--- src/sv/ris_pkg.sv ---
// Shared types and constants for the ray/sphere intersection pipeline.
// No dependencies; imported by every module of the block.
`default_nettype none
package ris_pkg;

  // Fraction bits of every coordinate.
  localparam int FRAC_BITS = 16;

  // Stream widths.
  localparam int IN_W  = 320;
  localparam int OUT_W = 128;

  // Square root: radicand, root and partial remainder widths.
  localparam int DW   = 134;
  localparam int RW   = DW / 2;
  localparam int REMW = RW + 3;

  // Distance reported when there is no usable root, saturated to 32 bits.
  localparam longint SENT_FULL = 64'sd20000 <<< FRAC_BITS;
  localparam longint SENT_SAT  = (SENT_FULL > 64'sd2147483647) ? 64'sd2147483647 : SENT_FULL;
  localparam logic signed [31:0] SENTINEL = SENT_SAT[31:0];

  typedef struct packed {
    logic signed [31:0] origin_x;
    logic signed [31:0] origin_y;
    logic signed [31:0] origin_z;
    logic signed [31:0] dir_x;
    logic signed [31:0] dir_y;
    logic signed [31:0] dir_z;
  } ray_t;

  typedef struct packed {
    ray_t               ray;
    logic signed [31:0] center_x;
    logic signed [31:0] center_y;
    logic signed [31:0] center_z;
    logic        [30:0] radius;
  } in_t;

  // Data that rides alongside the square root cells.
  typedef struct packed {
    ray_t               ray;
    logic signed [66:0] b;
    logic               dneg;
  } side_t;

  // Digit recurrence state of the square root.
  typedef struct packed {
    logic [REMW-1:0] rem;
    logic [RW-1:0]   root;
    logic [DW-1:0]   rad;
  } sqrt_t;

endpackage
`default_nettype wire

--- src/sv/ris_sqrt_cell.sv ---
// One cell of the square root chain: settles one root bit per cell.
// Depends on ris_pkg.
`default_nettype none
module ris_sqrt_cell (
  input  wire logic          clk,
  input  wire logic          rst,
  input  wire logic          en,
  input  wire logic          in_valid,
  input  ris_pkg::side_t     in_side,
  input  ris_pkg::sqrt_t     in_sq,
  output logic               out_valid,
  output ris_pkg::side_t     out_side,
  output ris_pkg::sqrt_t     out_sq
);
  import ris_pkg::*;

  logic [REMW-1:0] rem_sh;
  logic [REMW-1:0] trial;
  logic            ge;
  sqrt_t           sq_next;

  always_comb begin
    rem_sh = {in_sq.rem[REMW-3:0], in_sq.rad[DW-1 -: 2]};
    trial  = {1'b0, in_sq.root, 2'b01};
    ge     = (rem_sh >= trial);
    sq_next.rem  = ge ? (rem_sh - trial) : rem_sh;
    sq_next.root = {in_sq.root[RW-2:0], ge};
    sq_next.rad  = {in_sq.rad[DW-3:0], 2'b00};
  end

  always_ff @(posedge clk) begin
    if (rst) begin
      out_valid <= 1'b0;
    end else if (en) begin
      out_valid <= in_valid;
    end
  end

  always_ff @(posedge clk) begin
    if (en) begin
      out_side <= in_side;
      out_sq   <= sq_next;
    end
  end

endmodule
`default_nettype wire

--- config.mk ---
export PLATFORM = sky130hd
export DESIGN_NAME = ris_sqrt_cell
export DESIGN_NICKNAME = d
export VERILOG_FILES = /design/src/sv/ris_pkg.sv /design/src/sv/ris_sqrt_cell.sv
export SDC_FILE = /design/constraint.sdc
export NUM_CORES = 1
export LEC_CHECK = 0
export BUFFER_PORTS_ARGS = -buffer_cell sky130_fd_sc_hd__buf_4
export CAP_MARGIN = 20
export CORE_AREA = 3 3 418 420
export DETAILED_ROUTE_END_ITERATION = 10
export DIE_AREA = 0 0 421 423
export PLACE_DENSITY = 0.32
export SLEW_MARGIN = 30
export SYNTH_ARGS = -nofsm -noshare
export SYNTH_HDL_FRONTEND = slang
export SYNTH_SLANG_ARGS = --single-unit
--- constraint.sdc ---
create_clock -name clk -period 5.1 [get_ports clk]
set_input_delay 0.255 -clock clk [delete_from_list [all_inputs] [get_ports clk]]
set_output_delay 0.255 -clock clk [all_outputs]
set_load 0.01 [all_outputs]
==> summary.txt <==
Outcome: finished clean
Min cycle time layout: 3855 ps
Maximum capacitance violations: 0
CP endpoint kind: register
Site Rows: 152
Maximum buffer depth of the clock tree: 3
CTS root buffer: clkbuf_16
M2 GR Usage: 0.2671
First-pass GRT wire length: 172800 um
Initial antenna violation count: 54
Hold Crit Class: input port to register
Final Cell Area: 39940 um^2
TNS Setup: 0 ps
Ys async rst share: 0
Dpl cell area: 32150 um^2
Worst skew pair latency: 680 ps
IO Pins: 1067
Vias: 18634
Starting Density: 0.1241
Post-synth EDFFs: 529
Clk sink count: 530
Area contributors post-synth: edfxtp_1 (75%), ha_1 (4.1%), o21ai_0 (2.5%)
Reg clk slew, reported paths: 60 ps
TritonCTS buffer count: 75
Pleak: 16.29 nW
Final hold vios: 0
Register area: 15910 um^2
Worst Setup Start Kind: input port
Clk_skew: 0 ps
Final setup vio count: 0
Total power: 13.42 mW
Post-Synthesis Cells: 1420
DIE AREA: 178100 um^2
Syn-to-layout area delta: 87.78%
Die H: 423 um
Critical Path RT: 5500 ps
WHS: 90.50 ps
Unrepaired setup endpoints after global routing: false
Grt peak-use layer: met2
Hpwl dp: 106800 um
Area leader, netlist: edfxtp_1
Core area: 171400 um^2
Max-slew violation count: 0
Most frequent cells in the layout: buf_4 (1081), dlygate4sd3_1 (530), edfxtp_1 (529), nand2_1 (138), o21ai_0 (108)
Crit-path max FO: 8
Antenna-violating nets left: 0
Tightest Pin Transition: 941.3 ps
Post-synthesis sequential area ratio: 0.7477
Avg WL per Cell: 23.95 um
Placer Congestion: 0.8287
Chip Width: 421 um
Synth cell types: 71
Global Route met1 Usage: 0.1479
WL final: 130200 um
Critical path class: input port to register
Synthesized area: 21270 um^2
Slew headroom: 0.3725
Critical Path AT: 4260 ps
Yosys warns: 0
Nets: 3664
CTS tree: yes
Largest net degree at the start of global routing: 99
Post-synth top flop: edfxtp_1
Period utilization: 0.7559
Via density: 3.427
Met3 Use GR: 0.03662
Top cell type's share of synthesized area: 0.7468
Pwr dens: 336.0 nW/um^2
GR Overflow Total: 0
Syn Area/Cell: 14.98 um^2
Number of remaining DRC errors: 0
Most common cell after layout, fill and taps aside: buf_4
CTS H-Tree Depth: 3
Max IR drop VDD: 0.0002143 V
1st-iter DRT viols: 835
Layout cells sized above 1: 0.3900
Multi-input logic area: 4780 um^2
First drt pass iteration count: 5
Total track usage: 0.1409
# fillers: 18417
Max Freq: 259.4 MHz
IO Port Bufs: 1062
Vias in the first global route: 19750
FF+latch count, synth: 530
[power breakdown]
group	total (mW)	internal (mW)	switching, mW	leakage, nW
combinational	2.64	1.26	1.38	9.92
clock	5.40	3.10	2.30	1.18
sequential	5.38	5.26	0.124	5.18
total	13.4	9.62	3.80	16.3
[synthesized netlist by cell type (all sizes together), types with 5 or more instances]
library cell,n
a21o,36
xnor2,39
nand2,139
xor2,26
nand4,31
a31oi,8
o211ai,5
nor4,6
o21ai,111
edfxtp,529
and3,7
a211oi,9
buf,28
o31ai,8
inv,87
clkbuf,28
nand2b,5
o21a,6
ha,69
a21oi,87
nor3,11
nand3,17
nor2,55
o21bai,17
[sequential cells by signal, indices dropped and copies added, names as in the netlist]
register / count
out_sq: 269
out_side: 260
out_valid: 1
[layer usage]
layer	vias to the layer above	part of all wire	wire length, um
li1	8642	-	-
met1	9123	0.37	47570
met2	658	0.54	70670
met3	195	0.054	7034
met4	16	0.037	4844
met5	-	0.00080	104
[critical path: stages]
cell	delay (ps)
dlygate4sd3_1	580
buf_4	130
inv_1	50
ha_1	460
a21oi_1	390
o21bai_1	220
a211oi_1	260
buf_4	160
o21ai_0	180
a21oi_1	300
nor2_1	60
or3b_2	550
a21oi_1	320
xor2_1	210
o21ai_0	110
[through the flow]
step	util	setup WS, ps	cells
after floorplan	-	2211	1421
after global placement	0.1875	945.7	4762
after detailed placement	0.1876	1026	4763
after CTS	0.2329	1168	5425
after global routing	0.2331	1001	5433
final	0.2331	1245	5437
[final cells by class]
class | instances | share of cell area
sequential | 530 | 0.3982
timing repair buffer | 1618 | 0.3392
multi-input combinational | 748 | 0.1197
tap | 2310 | 0.07236
clock buffer | 87 | 0.04811
clock inverter | 45 | 0.01353
inverter | 87 | 0.008175
antenna | 12 | 0.0007518
[path summary, 6_finish.rpt]
kind / cells after the start / slack, ps / endpoint / start
setup / recovery: 15 / 1250 / out_sq[261]$_DFFE_PP_ / in_sq[165]
hold / removal: 1 / 90 / out_side[131]$_DFFE_PP_ / en
setup reg to reg: 3 / 3950 / out_valid$_SDFFE_PP0P_ / out_valid$_SDFFE_PP0P_
hold reg to reg: 3 / 1040 / out_valid$_SDFFE_PP0P_ / out_valid$_SDFFE_PP0P_
[cells by family (layout without fill, tap and decap cells)]
logic type / Yosys count / count (layout) / share of synthesized area
buffers and inverters: 143 / 1837 / 0.02806
AOI/OAI and AO/OA: 314 / 314 / 0.09064
xor gates and xnor gates: 65 / 65 / 0.02676
other: 1 / 14 / 0.0001763
DFF: 530 / 530 / 0.7477
adders and majority gates: 69 / 69 / 0.04059
muxes: 4 / 4 / 0.002059
and+or+nand+nor: 294 / 294 / 0.06400
[timing repair]
action	in CTS	in global routing
resized for setup	0	0
hold buffers	530	0
endpoints found under the hold margin	529	0
buffers inserted	0	0
endpoints found under the setup margin	0	0
(Power assumes the default switching activity.)
